## config.mk

```make
export PLATFORM = sky130hd
export DESIGN_NAME = fcl_ram
export DESIGN_NICKNAME = d
export VERILOG_FILES = /design/src/hdl/assert_macros.svh /design/src/hdl/fcl_ram.sv
export SDC_FILE = /design/constraint.sdc
export NUM_CORES = 1
export LEC_CHECK = 0
export ABC_CLOCK_PERIOD_IN_PS = 3200
export BUFFER_PORTS_ARGS = -buffer_cell sky130_fd_sc_hd__buf_2
export CAP_MARGIN = 0
export CORE_MARGIN = 3
export CORE_UTILIZATION = 30
export DETAILED_ROUTE_END_ITERATION = 16
export PLACE_DENSITY_LB_ADDON = 0.08
export SLEW_MARGIN = 0
export SYNTH_ARGS = -nofsm -noshare
export SYNTH_HDL_FRONTEND = slang
export SYNTH_SLANG_ARGS = --single-unit
```

## constraint.sdc

```tcl
create_clock -name clk -period 3.2 [get_ports clk]
set_input_delay 0.64 -clock clk [delete_from_list [all_inputs] [get_ports clk]]
set_output_delay 0.64 -clock clk [all_outputs]
set_load 0.02 [all_outputs]
```

## src/hdl/assert_macros.svh

```systemverilog
// ----------------------------------------------------------------------------
// assert_macros.svh
// Shared concurrent assertion macros, clocked on clk, disabled in reset.
// ----------------------------------------------------------------------------
`ifndef ASSERT_MACROS_SVH
`define ASSERT_MACROS_SVH

// property must hold at every clock edge out of reset
`define FCL_ASSERT(label, prop, msg) \
	label: assert property (@(posedge clk) disable iff (!arst_n) prop) \
		else $error(msg);

// condition must never be seen at a clock edge out of reset
`define FCL_ASSERT_NEVER(label, cond, msg) \
	label: assert property (@(posedge clk) disable iff (!arst_n) !(cond)) \
		else $error(msg);

`endif

```

## src/hdl/fcl_ram.sv

```systemverilog
`timescale 1ns / 1ps
// ----------------------------------------------------------------------------
// fcl_ram
// Generic single-write, single-read RAM with a registered read port.
// ----------------------------------------------------------------------------
module fcl_ram #(
	parameter int WIDTH = 16,
	parameter int DEPTH = 16
) (
	input  logic                                   clk,
	input  logic                                   we,
	input  logic [((DEPTH > 1) ? $clog2(DEPTH) : 1)-1:0] waddr,
	input  logic [WIDTH-1:0]                       wdata,
	input  logic                                   re,
	input  logic [((DEPTH > 1) ? $clog2(DEPTH) : 1)-1:0] raddr,
	output logic [WIDTH-1:0]                       rdata
);

	logic [WIDTH-1:0] mem [DEPTH];

	// write port and registered read port
	always_ff @(posedge clk) begin
		if (we) begin
			mem[waddr] <= wdata;
		end
		if (re) begin
			rdata <= mem[raddr];
		end
	end

endmodule

```

Word-level counts from Yosys, hierarchy flattened
Memory sizes are Yosys's and may differ from the RTL's. A register that Yosys moved wholly into a read port is not among the register bits.
Cells that the tools add are included.

storage, ports and cells
  register bits = 0
  bits in writable memories = 256
  input bits = 27
  output and inout port bits = 16
  word-level logic and storage cells = 3
  memories kept = 1

memories
  memory  depth  bits a word  rd ports  clocked after memory_dff  wr ports  line           RTL
  mem     16     16           1         1                         1         fcl_ram.sv:19  logic [WIDTH-1:0] mem [DEPTH];

operators by class
  muxes and demuxes = 2

operator list
  kind    count
  $mux 1  2

Longest topological paths before layout
  depth in word-level cells = 2
  depth in mapped cells = 5
  mapped depth without buffers = 3

Worst setup path after synthesis
No wires, ideal clock.

  kind = input to register
  start = input waddr[2] in the netlist's numbering
  end = memory mem[0][0] (enable)
  setup time = 0.409 ns
  arrival = 2.286 ns
  data required time = 2.791 ns
  path slack = 0.505 ns
  cell stages on the path = 2
  path buffers = 0
  path through = or3b_2 -> nor3_1

RTL lines
  item             line           RTL
  start, declared  fcl_ram.sv:12  input logic [((DEPTH > 1) ? $clog2(DEPTH) : 1)-1:0] waddr,
  end, declared    fcl_ram.sv:19

Straight into the memory's write port.

==> flow_metrics.env <==
export IMPL_rows=66
export IMPL_clockBufferDepth=3
export IMPL_setup_viol=0
export IMPL_grt_use_total=0.135
export IMPL_dr_first_iter_drc_count=374
export IMPL_cp_data_arrival_time_ns=2.12
export IMPL_num_vias=4702
export IMPL_max_freq_ghz=0.546
export IMPL_grt_ovfl_total=0
export IMPL_cts_root_buf="clkbuf_16"
export IMPL_synth_edf_count=272
export IMPL_ioPinCount=43
export IMPL_place_hpwl_mm=13.7
export IMPL_coreArea_um2=33000
export IMPL_clock_skew_ns=0.00703
export IMPL_fp_dieW_um=190
export IMPL_cts_tree="yes"
export IMPL_grt_pass1_vias=5125
export IMPL_slew_headroom=0.503
export IMPL_wl_per_cell_um=24.4
export IMPL_tightest_slew_ns=0.746
export IMPL_p_leak_nw=3.88
export IMPL_yosysTopAreaCell="edfxtp_1"
export IMPL_yosysSeqAreaShare=0.800
export IMPL_synthCells=432
export IMPL_cp_start_kind="input port"
export IMPL_synth_cell_types=18
export IMPL_ant_nets=0
export IMPL_synth_top_area_frac=0.800
export IMPL_drc=0
export IMPL_worstSetupPathType="input port to flip-flop"
export IMPL_cts_hold_buf=0
export IMPL_final_nets=547
export IMPL_vias_per_cell=4.79
export IMPL_synth_top_flop_cell="edfxtp_1"
export IMPL_whs_ns=0.474
export IMPL_syn_area_um2=10200
export IMPL_wl_mm=24.0
export IMPL_end_kind="flip-flop"
export IMPL_grt_pass1_wl_mm=35.3
export IMPL_grt_setup_unrepaired="false"
export IMPL_drive_gt1_frac=0.345
export IMPL_io_buffers=42
export IMPL_setup_tns_ns=0
export IMPL_post_cts_repair_setup_buffers=0
export IMPL_layout_cells_non_filler=981
export IMPL_worst_path_max_fanout=14
export IMPL_grt_max_degree=29
export IMPL_cts_resized=0
export IMPL_path_clk_slew_ns=0.06
export IMPL_synth_async_reset_ratio=0
export IMPL_finalCritPeriodShare=0.573
export IMPL_clock_sinks=272
export IMPL_outcome="finished, final reports clean"
export IMPL_synth_area_per_cell_um2=23.6
export IMPL_hold_path_class="input port to flip-flop"
export IMPL_slew_viol_final=0
export IMPL_htreeDepth=1
export IMPL_p_per_area_nw_per_um2=617
export IMPL_cts_made_buffers=30
export IMPL_area_growth_pct=18.1
export IMPL_die_height_um=190
export IMPL_dieArea_um2=36300
export IMPL_start_util=0.309
export IMPL_synth_area_leaders="edfxtp_1 (80%), mux4_2 (12%), mux4_1 (2.6%)"
export IMPL_yosysMostFrequentCell="edfxtp_1"
export IMPL_synthTopCellsByCount="edfxtp_1 (272), mux4_2 (54), a22oi_1 (32), nand2_1 (17), nor2_1 (13)"
export IMPL_yosysWarnings=0
export IMPL_final_hold_viol_count=0
export IMPL_antenna_found_initial=1
export IMPL_ir_worst_vdd_mv=0.386
export IMPL_antennaDiodeCount=0
export IMPL_drt_pre_antenna_iters=5
export IMPL_period_minus_slack_ns=1.83
export IMPL_dp_cells=930
export IMPL_syn_nets=459
export IMPL_synth_seq_cells=272
export IMPL_drv_cap=0
export IMPL_place_congestion=0.702
export IMPL_insertion_delay_ns=0.54
export IMPL_crit_required_ns=3.48
-- worst paths after layout --
path	end	slack, ns	cells past startpoint	from
max	rdata[10]$_DFFE_PP_	1.37	5	raddr[0]
max reg2reg	rdata[8]$_DFFE_PP_	1.75	3	mem[11][8]$_DFFE_PP_
min reg2reg	rdata[4]$_DFFE_PP_	0.74	3	mem[12][4]$_DFFE_PP_
min	mem[12][11]$_DFFE_PP_	0.47	1	wdata[11]
-- cell usage in the layout, fill, tap and decap left out --
master	n
clkbuf_16	31
nor2_2	13
buf_4	34
nand2_1	17
nand3b_1	2
clkbuf_1	5
and2_1	1
a22oi_1	32
buf_12	2
buf_2	41
nand2b_1	2
edfxtp_1	272
clkinv_2	4
mux4_1	10
nor2b_2	2
or3b_2	1
mux4_2	54
clkinv_1	11
nand3_1	1
nor3_2	4
-- registers in the layout, summed over array words and instances (netlist names) --
name	flops
rdata	16
mem	256
-- logic make-up (layout without fill, tap and decap cells) --
group / count (synthesis) / in the layout / synth area share
DFF: 272 / 272 / 0.800
muxes: 64 / 64 / 0.145
and+or+nand+nor: 43 / 43 / 0.0189
buffers and inverters: 21 / 128 / 0.0121
AOI/OAI and AO/OA: 32 / 32 / 0.0235
-- metrics by stage --
| stage | util | setup WS [ns] | power [mW] | area, µm² |
|---|---|---|---|---|
| 3_3_place_gp | 0.339 | 0.783 | 4.50 | 11200 |
| 4_1_cts | 0.365 | 1.35 | 7.56 | 12000 |
| 6_report | 0.365 | 1.37 | 7.43 | 12000 |
| 3_5_place_dp | 0.339 | 0.782 | 4.50 | 11200 |
| 5_1_grt | 0.365 | 1.26 | 7.74 | 12000 |
| 2_1_floorplan | - | 0.505 | 4.32 | 10200 |
-- critical path: stages --
cell and delay (ns):
buf_4 0.27, buf_4 0.33, mux4_1 0.58, a22oi_1 0.19
nand2_1 0.08
-- power breakdown --
group	switching, mW	internal (mW)
Sequential	0.0196	4.02
Combinational	0.232	0.150
Clock	1.28	1.73
-- final cells by class --
class | instances | area, µm²
fill | 3064 | 21000
sequential | 272 | 8170
multi-input combinational | 139 | 1970
clock buffer | 36 | 795
tap | 442 | 553
timing repair buffer | 77 | 500
clock inverter | 15 | 61.3
-- routing by layer --
metal | wire (µm) | vias to the layer above | global-route usage
li1 | - | 2028 | -
met1 | 11200 | 2519 | 0.198
met2 | 11000 | 119 | 0.209
met3 | 1320 | 34 | 0.0263
met4 | 408 | 2 | 0.0299
met5 | 11 | - | 0
No activity file was read; power rests on OpenSTA's default activity.
